==> config.mk <==
export PLATFORM = sky130hd
export DESIGN_NAME = ffba_cell
export DESIGN_NICKNAME = d
export VERILOG_FILES = /design/src/rtl/core/ffba_pkg.sv /design/src/rtl/core/ffba_cell.sv
export SDC_FILE = /design/constraint.sdc
export NUM_CORES = 1
export LEC_CHECK = 0
export ABC_AREA = 1
export BUFFER_PORTS_ARGS = -buffer_cell sky130_fd_sc_hd__buf_2
export CELL_PAD_IN_SITES_DETAIL_PLACEMENT = 1
export CELL_PAD_IN_SITES_GLOBAL_PLACEMENT = 1
export CORE_MARGIN = 2
export CORE_UTILIZATION = 33
export CTS_CLUSTER_DIAMETER = 50
export DETAILED_ROUTE_END_ITERATION = 8
export GPL_TIMING_DRIVEN = 0
export MAX_ROUTING_LAYER = met4
export PLACE_DENSITY_LB_ADDON = 0.1
export SLEW_MARGIN = 20
export SYNTH_ARGS = -nofsm -noshare
export SYNTH_HDL_FRONTEND = slang
export SYNTH_SLANG_ARGS = --single-unit
==> constraint.sdc <==
create_clock -name clock -period 2.3 [get_ports clock]
set_input_delay 0.23 -clock clock [delete_from_list [all_inputs] [get_ports clock]]
set_output_delay 0.23 -clock clock [all_outputs]
set_load 0.01 [all_outputs]
==> src/rtl/core/ffba_pkg.sv <==
package ffba_pkg;

   localparam int NUM_BLOCKS_DEF  = 512;
   localparam int BLOCK_BYTES_DEF = 100;

   localparam logic CMD_ALLOC = 1'b0;
   localparam logic CMD_FREE  = 1'b1;

   localparam logic STATUS_OK   = 1'b0;
   localparam logic STATUS_FAIL = 1'b1;

   typedef enum logic [1:0] {
      MAP_IDLE     = 2'd0,
      MAP_HEAD     = 2'd1,
      MAP_ATTACHED = 2'd2
   } map_type;

   typedef enum logic [1:0] {
      ST_IDLE,
      ST_SCAN,
      ST_MARK
   } state_type;

   typedef struct packed {
      logic       command;
      logic [15:0] request_bytes;
      logic [8:0] block_index;
   } req_type;

   typedef struct packed {
      logic       status;
      logic [8:0] start_block;
   } rsp_type;

   // token flags walking down the cell chain
   typedef struct packed {
      logic valid;
      logic op;
      logic active;
      logic found;
   } tok_type;

endpackage

==> src/rtl/core/ffba_cell.sv <==
module ffba_cell
   import ffba_pkg::*;
#(
   parameter int CELL_INDEX = 0,
   parameter int IW = 9,
   parameter int CW = 10
) (
   input  logic          clock,
   input  logic          reset,
   input  tok_type       tok_in,
   input  logic [CW-1:0] run_in,
   input  logic [IW-1:0] start_in,
   input  logic [CW-1:0] need,
   input  logic [8:0]    free_idx,
   input  logic          mark_go,
   input  logic [IW-1:0] mark_lo,
   output tok_type       tok_out,
   output logic [CW-1:0] run_out,
   output logic [IW-1:0] start_out
);

   localparam int MW = (IW > 9) ? IW : 9;
   localparam logic [IW:0] IDX_W = (IW+1)'(CELL_INDEX);

   map_type       entry_ff, entry_in;
   tok_type       tok_ff, tok_in_next;
   logic [CW-1:0] run_ff, run_in_next;
   logic [IW-1:0] start_ff, start_in_next;
   logic [CW-1:0] run_here;
   logic [IW:0]   lo_ext, hi_ext;
   logic          in_range;

   always_comb begin
      entry_in      = entry_ff;
      tok_in_next   = '0;
      run_in_next   = run_in;
      start_in_next = start_in;
      run_here      = run_in + CW'(1);
      lo_ext        = {1'b0, mark_lo};
      hi_ext        = lo_ext + (IW+1)'(need);
      in_range      = (IDX_W >= lo_ext) && (IDX_W < hi_ext);
      if (tok_in.valid) begin
         tok_in_next = tok_in;
         if (tok_in.op == CMD_FREE) begin
            if (MW'(free_idx) == MW'(CELL_INDEX)) begin
               entry_in           = MAP_IDLE;
               tok_in_next.active = 1'b1;
            end else if (tok_in.active && entry_ff == MAP_ATTACHED) begin
               entry_in           = MAP_IDLE;
               tok_in_next.active = 1'b1;
            end else begin
               tok_in_next.active = 1'b0;
            end
         end else if (!tok_in.found) begin
            if (entry_ff == MAP_IDLE) begin
               run_in_next = run_here;
               if (run_here == need) begin
                  tok_in_next.found = 1'b1;
                  start_in_next = IW'((IW+1)'(CELL_INDEX + 1) - (IW+1)'(need));
               end
            end else begin
               run_in_next = '0;
            end
         end
      end
      if (mark_go && in_range) begin
         entry_in = (IDX_W == lo_ext) ? MAP_HEAD : MAP_ATTACHED;
      end
   end

   always_ff @(posedge clock) begin
      if (reset) begin
         entry_ff <= MAP_IDLE;
         tok_ff   <= '0;
      end else begin
         entry_ff <= entry_in;
         tok_ff   <= tok_in_next;
      end
      run_ff   <= run_in_next;
      start_ff <= start_in_next;
   end

   assign tok_out   = tok_ff;
   assign run_out   = run_ff;
   assign start_out = start_ff;

endmodule
; Word level (Yosys, flattened, before mapping)
; Cells that the tools add are included.
[word_totals]
regBits = 25
latch_bits = 0
ramBits = 0
mem_bits_ro = 0
inputBits = 54
out_inout_bits = 23
elab_cells = 49
memories = 0
[op_classes]
add_sub_neg = 3
mul = 0
div_mod_pow = 0
n_lt_le_gt_ge = 2
eq_ne = 2
n_shift = 0
muxes = 23
bitwise = 1
n_reduce_logical = 11
[op_table]
columns = op, n
row1 = 9-bit two-way mux, 5
row2 = 10-bit two-way mux, 4
row3 = 9-bit logical NOT, 2
row4 = 2-bit two-way mux, 6
row5 = 10-bit by 1-bit adder with 10-bit output (second input constant), 1
row6 = 9-bit by 10-bit adder with 10-bit output, 1
row7 = 10-bit equality test, 1
row8 = 1-bit by 10-bit < comparator with 1-bit output (first input constant), 1
row9 = 1-bit by 9-bit greater-or-equal comparator with 1-bit output (first input constant), 1
row10 = 1-bit by 9-bit subtractor with 9-bit output (first input constant), 1
row11 = 1-bit two-way mux, 7
row12 = 4-bit two-way mux, 1
row13 = 2-bit nonzero test, 2
row14 = 1-bit logical AND, 3
row15 = 3-bit AND reduction, 1
row16 = 3-bit nonzero test, 1
row17 = 2-bit equality test (second input constant), 1
row18 = 2-bit logical NOT, 1
row19 = 2-bit OR reduction, 1
row20 = 1-bit inverter, 1

; Depth between registers and ports, before layout
[depth]
word_depth = 7
depth_mapped = 15
depth_no_buf = 15

; Worst setup path after synthesis
; OpenSTA, ideal clock, no wires.
[synth_timing]
path_type = input-to-reg
startpoint = input need[0]
endpoint = register entry_ff[0]
setup_ns = 0.116
arrival_time_ns = 1.572
required_time_ns = 2.184
setup_slack_ns = 0.612
stages = 12
cell_sequence = ha_1 > inv_1 > fa_1 > nand3b_1 > a21oi_1 > nor2_1 > nand2_1 > nand2_1 > nor2_1 > nand3_1 > nand2_1 > a21oi_1
[synth_between]
elab_chain_cells = 6
[synth_rtl]
columns = element, line_no
row1 = "start, declared", ffba_cell.sv:13  ; input logic [CW-1:0] need,
row2 = 9-bit by 10-bit adder with 10-bit output (*), ffba_cell.sv:40  ; hi_ext = lo_ext + (IW+1)'(need);
row3 = 1-bit by 10-bit < comparator with 1-bit output (*), ffba_cell.sv:41  ; in_range = (IDX_W >= lo_ext) && (IDX_W < hi_ext);
row4 = 1-bit logical AND (*), ffba_cell.sv:41
row5 = 1-bit logical AND (*), ffba_cell.sv:66  ; if (mark_go && in_range) begin
row6 = 3-bit nonzero test (no line) / 2-bit nonzero test (equally long branches), -
row7 = 3-bit AND reduction (no line), -
row8 = "end signal, assigned", ffba_cell.sv:76  ; entry_ff <= entry_in;
row9 = "end, declared", ffba_cell.sv:25  ; map_type entry_ff, entry_in;
; Every way passes the cells marked *; elsewhere a longest branch is shown, timed or not.
; A chain may end at the register's enable or synchronous reset.

; Final worst setup path
[layout_timing]
startpoint = input run_in[0]
endpoint = register start_ff[8] (netlist: start_out[8])
[layout_between]
elab_chain_cells = 7
[layout_rtl]
columns = element, line_no
row1 = "start, declared", ffba_cell.sv:11  ; input logic [CW-1:0] run_in,
row2 = 10-bit by 1-bit adder with 10-bit output, ffba_cell.sv:38  ; run_here = run_in + CW'(1);
row3 = 10-bit equality test, ffba_cell.sv:57  ; if (run_here == need) begin
row4 = 9-bit two-way mux, ffba_cell.sv:57
row5 = 9-bit two-way mux, ffba_cell.sv:55  ; if (entry_ff == MAP_IDLE) begin
row6 = 9-bit two-way mux, ffba_cell.sv:54  ; end else if (!tok_in.found) begin
row7 = 9-bit two-way mux, ffba_cell.sv:44  ; if (tok_in.op == CMD_FREE) begin
row8 = 9-bit two-way mux, ffba_cell.sv:42  ; if (tok_in.valid) begin
row9 = named net start_in_next[8], ffba_cell.sv:28  ; logic [IW-1:0] start_ff, start_in_next;
row10 = "end signal, assigned", ffba_cell.sv:80  ; start_ff <= start_in_next;
row11 = "end, declared", ffba_cell.sv:28
; The timed path passes the listed nets, and every way through them passes these cells.

==> out/qor_table.md <==
| Stage | Result | Reported |
|:---|:---|:---|
| yosys | Xor-xnor portion of the synthesized cell area | 4.38% |
| yosys | Count of flip-flops with a built-in enable after synthesis | 0 |
| final layout | Final antenna diode count | 0 |
| yosys | Post-synthesis instance area | 0.00203 mm² |
| yosys | Post-synthesis sequential element count | 25 |
| clocking | Root buffer cell | sky130_fd_sc_hd__clkbuf_8 |
| yosys | Top post-synthesis cells by area | sky130_fd_sc_hd__dfxtp_1 (25%), sky130_fd_sc_hd__nand2_1 (16%), sky130_fd_sc_hd__inv_1 (9.8%) |
| final layout | # nets final | 460 |
| power | Pwr Density | 429 mW/mm² |
| floorplanning | Starting density of the core | 34.2% |
| flow run | Count of max-cap constraint violations | 0 |
| sta | Final Slew Violations | 0 |
| final layout | Fill cells | 816 |
| yosys | Primary flip-flop cell chosen by synthesis mapping | sky130_fd_sc_hd__dfxtp_1 |
| critical path | Ordered cell list for the critical path | buf_2, ha_1, nand2_1, nor2_1, nand3_1, nand3b_1, nand2_1, inv_1, nand3_1, nor2_1, nand4_1, nand2_1, inv_1 |
| critical path | Biggest cell delay along the critical path | 0.25 ns |
| drt | Routed via count | 2235 |
| final layout | Share of final-layout standard cells stronger than drive strength 1 | 28.0% |
| min path | Worst Hold Depth | 2 |
| critical path | WS Path Type | primary input to flop |
| global route | Initial antenna violation count | 0 |
| clocking | Clock sink total | 25 |
| floorplanning | Core Rows | 28 |
| floorplanning | Die area | 0.00678 mm² |
| clocking | Clock-pin slew on the worst setup and hold paths | 0.09 ns |
| yosys | Proportion of synthesized chip area in sequential cells | 24.7% |
| critical path | Kind of end point of the critical path | flop |
| yosys | Warnings from Yosys | 0 |
| status | Outcome | finished, final reports clean |
| clocking | Clk_lat worst skew | 0.27 ns |
| power | Gate power share | 33.0% |
| critical path | R2R depth | 11 |
| clocking | Number of buffers inserted for hold repair after clock tree synthesis | 0 |
| drt | Final routed wirelength across all metal layers | 6.02 mm |
| drt | Drt first pass iters | 4 |
| global route | First-pass GRT wire length | 10.0 mm |
| yosys | Cells after synthesis | 313 |
| yosys | Avg Inst Size Synth | 6.48 µm² |
| critical path | Worst EP required | 2.48 ns |
| power | Post-layout total power | 1090 µW |
| clocking | TritonCTS clock tree | built |
| sta | Skew final | 0.00145 ns |
| final layout | Share of the core filled with cells in the final layout | 43.0% |
| min path | Sink of the worst hold path | entry_ff[0] |
| yosys | Share of the synthesized area in compound gates (AO/OA/AOI/OAI) | 9.94% |
| sta | Count of final hold-check violations | 0 |
| floorplanning | Number of primary I/O pins | 77 |
| critical path | Cell seen most often among critical-path stages | sky130_fd_sc_hd__nand2_1 |
| power | Sequential group share of total power | 42.4% |
| final layout | Signed area change from the synthesized netlist to the final layout | 25.7% |
| clocking | # H-tree levels | 1 |
| sta | Final setup fails | 0 |
| yosys | Adder-cell share of the synthesized area | 7.78% |
| clocking | Post CTS Setup Buffer Count | 0 |
| sta | Post-layout min period | 1.92 ns |
| final layout | Area of the multi-input gates | 0.00130 mm² |
| critical path | Startpoint kind of the worst setup timing path | primary input |
| sta | Tightest slew margin relative to the limit | 33.9% |
| floorplanning | Core region area | 0.00592 mm² |
| power | Cell-internal power | 719 µW |
| global route | Number of global-route vias before repair | 2234 |
| sta | F_max | 0.520 GHz |
| yosys | Netlist cell types | 33 |
| critical path | Max stage delay cell, worst path | sky130_fd_sc_hd__nor2_1 |
| drt | Starting DRT DRC Count | 70 |
| yosys | Synthesized net count | 379 |
| sta | Actual transition at the worst max-transition pin | 0.984 ns |
| yosys | Synth top area share | 24.7% |
| power | Clock network fraction of total power | 24.6% |
| yosys | Library cell occupying the most area in the post-synthesis netlist | sky130_fd_sc_hd__dfxtp_1 |
| yosys | Simple-gate portion of the synthesized area | 42.1% |
| global route | Largest net degree at the start of global routing | 15 |
| sta | Unrepaired setup endpoints after global routing | no |
| critical path | Slack of the worst reg-to-reg path | 0.39 ns |
| placement | Last weighted congestion value of the routability-driven placer | 0.895 |
| min path | Min-Delay Startpoint | reset |
| critical path | FF-to-FF Start | entry_ff[1] |
| drt | Number of DRC violations after detailed routing | 0 |
| yosys | Ys async rst share | 0% |
| floorplanning | Height of the die | 82.4 µm |
| critical path | Critical path arrival | 2.10 ns |
| global route | Overflow left after global routing | 0 |
| floorplanning | DIE WIDTH | 82.4 µm |
| sta | Sum of negative setup slack | 0 ns |
| clocking | Clock buffer count from CTS | 3 |
| yosys | Largest family of logic cells by synthesized area | simple AND/OR/NAND/NOR gates |
| placement | Number of input and output port buffers inserted | 76 |
| sta | Crit share post-route | 83.7% |
| clocking | Max clock buf depth | 2 |
| power | VDD IR max | 199 µV |
| global route | Combined global-route utilization of all metal layers | 19.7% |
| critical path | Capturing point of the worst reg2reg path | start_out[5] |
| yosys | Post-synthesis mux area share | 0% |
| drt | Mean number of vias per cell | 4.78 |
| clocking | Number of resized instances in the post-cts repair step | 0 |
| power | Leakage dissipation | 0.00142 µW |
| placement | HPWL after detailed placement | 5.29 mm |
| drt | Average routed wire per standard cell | 12.9 µm |
| final layout | Footprint of the flip-flops and latches | 500 µm² |
| min path | Worst hold-check path type | primary input to flop |
| critical path | Maximum fanout along the worst path | 5 |
| power | Switching part of the total power | 34.1% |
| drt | Number of nets with antenna violations after detailed routing | 0 |
| power | Net switching power figure | 373 µW |
==> power by group through the flow <==
stage,Clock [µW],Sequential [µW],Combinational [µW]
2_1_floorplan,0,487,207
3_3_place_gp,0,473,354
3_5_place_dp,0,473,363
4_1_cts,280,463,365
5_1_grt,298,465,417
6_report,268,463,360
==> cell usage in the layout (no fill, tap or decap), types with 2 or more instances in the layout <==
| cell type | instances |
|---|---|
| sky130_fd_sc_hd__a21oi_1 | 9 |
| sky130_fd_sc_hd__buf_2 | 76 |
| sky130_fd_sc_hd__clkbuf_8 | 3 |
| sky130_fd_sc_hd__dfxtp_1 | 25 |
| sky130_fd_sc_hd__ha_1 | 11 |
| sky130_fd_sc_hd__inv_1 | 53 |
| sky130_fd_sc_hd__inv_2 | 2 |
| sky130_fd_sc_hd__nand2_1 | 89 |
| sky130_fd_sc_hd__nand2_2 | 6 |
| sky130_fd_sc_hd__nand3_1 | 31 |
| sky130_fd_sc_hd__nand3_2 | 3 |
| sky130_fd_sc_hd__nand3b_1 | 4 |
| sky130_fd_sc_hd__nand4_1 | 5 |
| sky130_fd_sc_hd__nor2_1 | 19 |
| sky130_fd_sc_hd__nor2_2 | 3 |
| sky130_fd_sc_hd__nor2_4 | 3 |
| sky130_fd_sc_hd__nor3_1 | 6 |
| sky130_fd_sc_hd__nor4_1 | 3 |
| sky130_fd_sc_hd__o21ai_0 | 10 |
| sky130_fd_sc_hd__o21ai_2 | 7 |
| sky130_fd_sc_hd__o22ai_1 | 5 |
| sky130_fd_sc_hd__xor2_1 | 6 |
==> cell type report <==
type | count | share of cell area [%]
multi-input combinational | 230 | 51.1
sequential | 25 | 19.6
timing repair buffer | 76 | 14.9
inverter | 56 | 8.25
tap | 75 | 3.68
clock buffer | 3 | 1.62
buffer | 2 | 0.589
clock inverter | 1 | 0.196
==> synth_stat cells, types with 2 or more instances <==
master                     count
sky130_fd_sc_hd__a21oi_1       9
sky130_fd_sc_hd__dfxtp_1      25
sky130_fd_sc_hd__ha_1         11
sky130_fd_sc_hd__inv_1        53
sky130_fd_sc_hd__inv_2         2
sky130_fd_sc_hd__nand2_1      89
sky130_fd_sc_hd__nand2_2       6
sky130_fd_sc_hd__nand3_1      31
sky130_fd_sc_hd__nand3_2       3
sky130_fd_sc_hd__nand3b_1      4
sky130_fd_sc_hd__nand4_1       5
sky130_fd_sc_hd__nor2_1       19
sky130_fd_sc_hd__nor2_2        3
sky130_fd_sc_hd__nor2_4        3
sky130_fd_sc_hd__nor3_1        6
sky130_fd_sc_hd__nor4_1        3
sky130_fd_sc_hd__o21ai_0      10
sky130_fd_sc_hd__o21ai_2       7
sky130_fd_sc_hd__o22ai_1       5
sky130_fd_sc_hd__xor2_1        6
==> per-stage QoR <==
stage | cells | instance area (µm²) | hold WS (ns) | setup slack, ns
final | 468 | 2550 | 0.127 | 0.375
after detailed placement | 464 | 2500 | 0.418 | 0.0660
after global placement | 464 | 2500 | 0.419 | 0.191
after floorplan | 313 | 2030 | 0.299 | 0.612
after global routing | 468 | 2550 | 0.122 | 0.138
after CTS | 468 | 2550 | 0.123 | 0.359
==> critical path, delay by kind of cell <==
kind / cells / cell delay [ns]
adders and majority gates: 1 / 0.21
and+or+nand+nor: 9 / 1.39
buffers and inverters: 3 / 0.25
==> logic make-up (layout without fill, tap and decap cells) <==
group                      after synthesis  count (layout)
AOI/OAI and AO/OA                       33              33
xor gates and xnor gates                 8               8
adders and majority gates               12              12
buffers and inverters                   58             138
DFF                                     25              25
and+or+nand+nor                        177             177
==> registers in the layout, summed over array words and instances (netlist names) <==
register / cells
run_out: 10
entry_ff: 2
start_out: 9
tok_out: 4
==> how the worst max path moves through the flow <==
stage | startpoint | end | slack [ns] | cells past startpoint
after floorplan | need[0] | entry_ff[0] | 0.61 | 12
after global placement | run_in[0] | start_out[8] | 0.19 | 13
after detailed placement | run_in[0] | start_out[8] | 0.07 | 13
after CTS | run_in[0] | start_out[8] | 0.36 | 13
after global routing | run_in[0] | start_out[8] | 0.14 | 13
final | run_in[0] | start_out[8] | 0.38 | 13
==> metal layers <==
layer / up-vias / track usage [%] / wire, µm
li1: 1158 / - / -
met1: 1014 / 24.6 / 2720
met2: 61 / 34.1 / 2930
met3: 2 / 2.28 / 341
met4: 0 / 4.33 / 34
met5: - / - / 0
(Power assumes the default switching activity.)
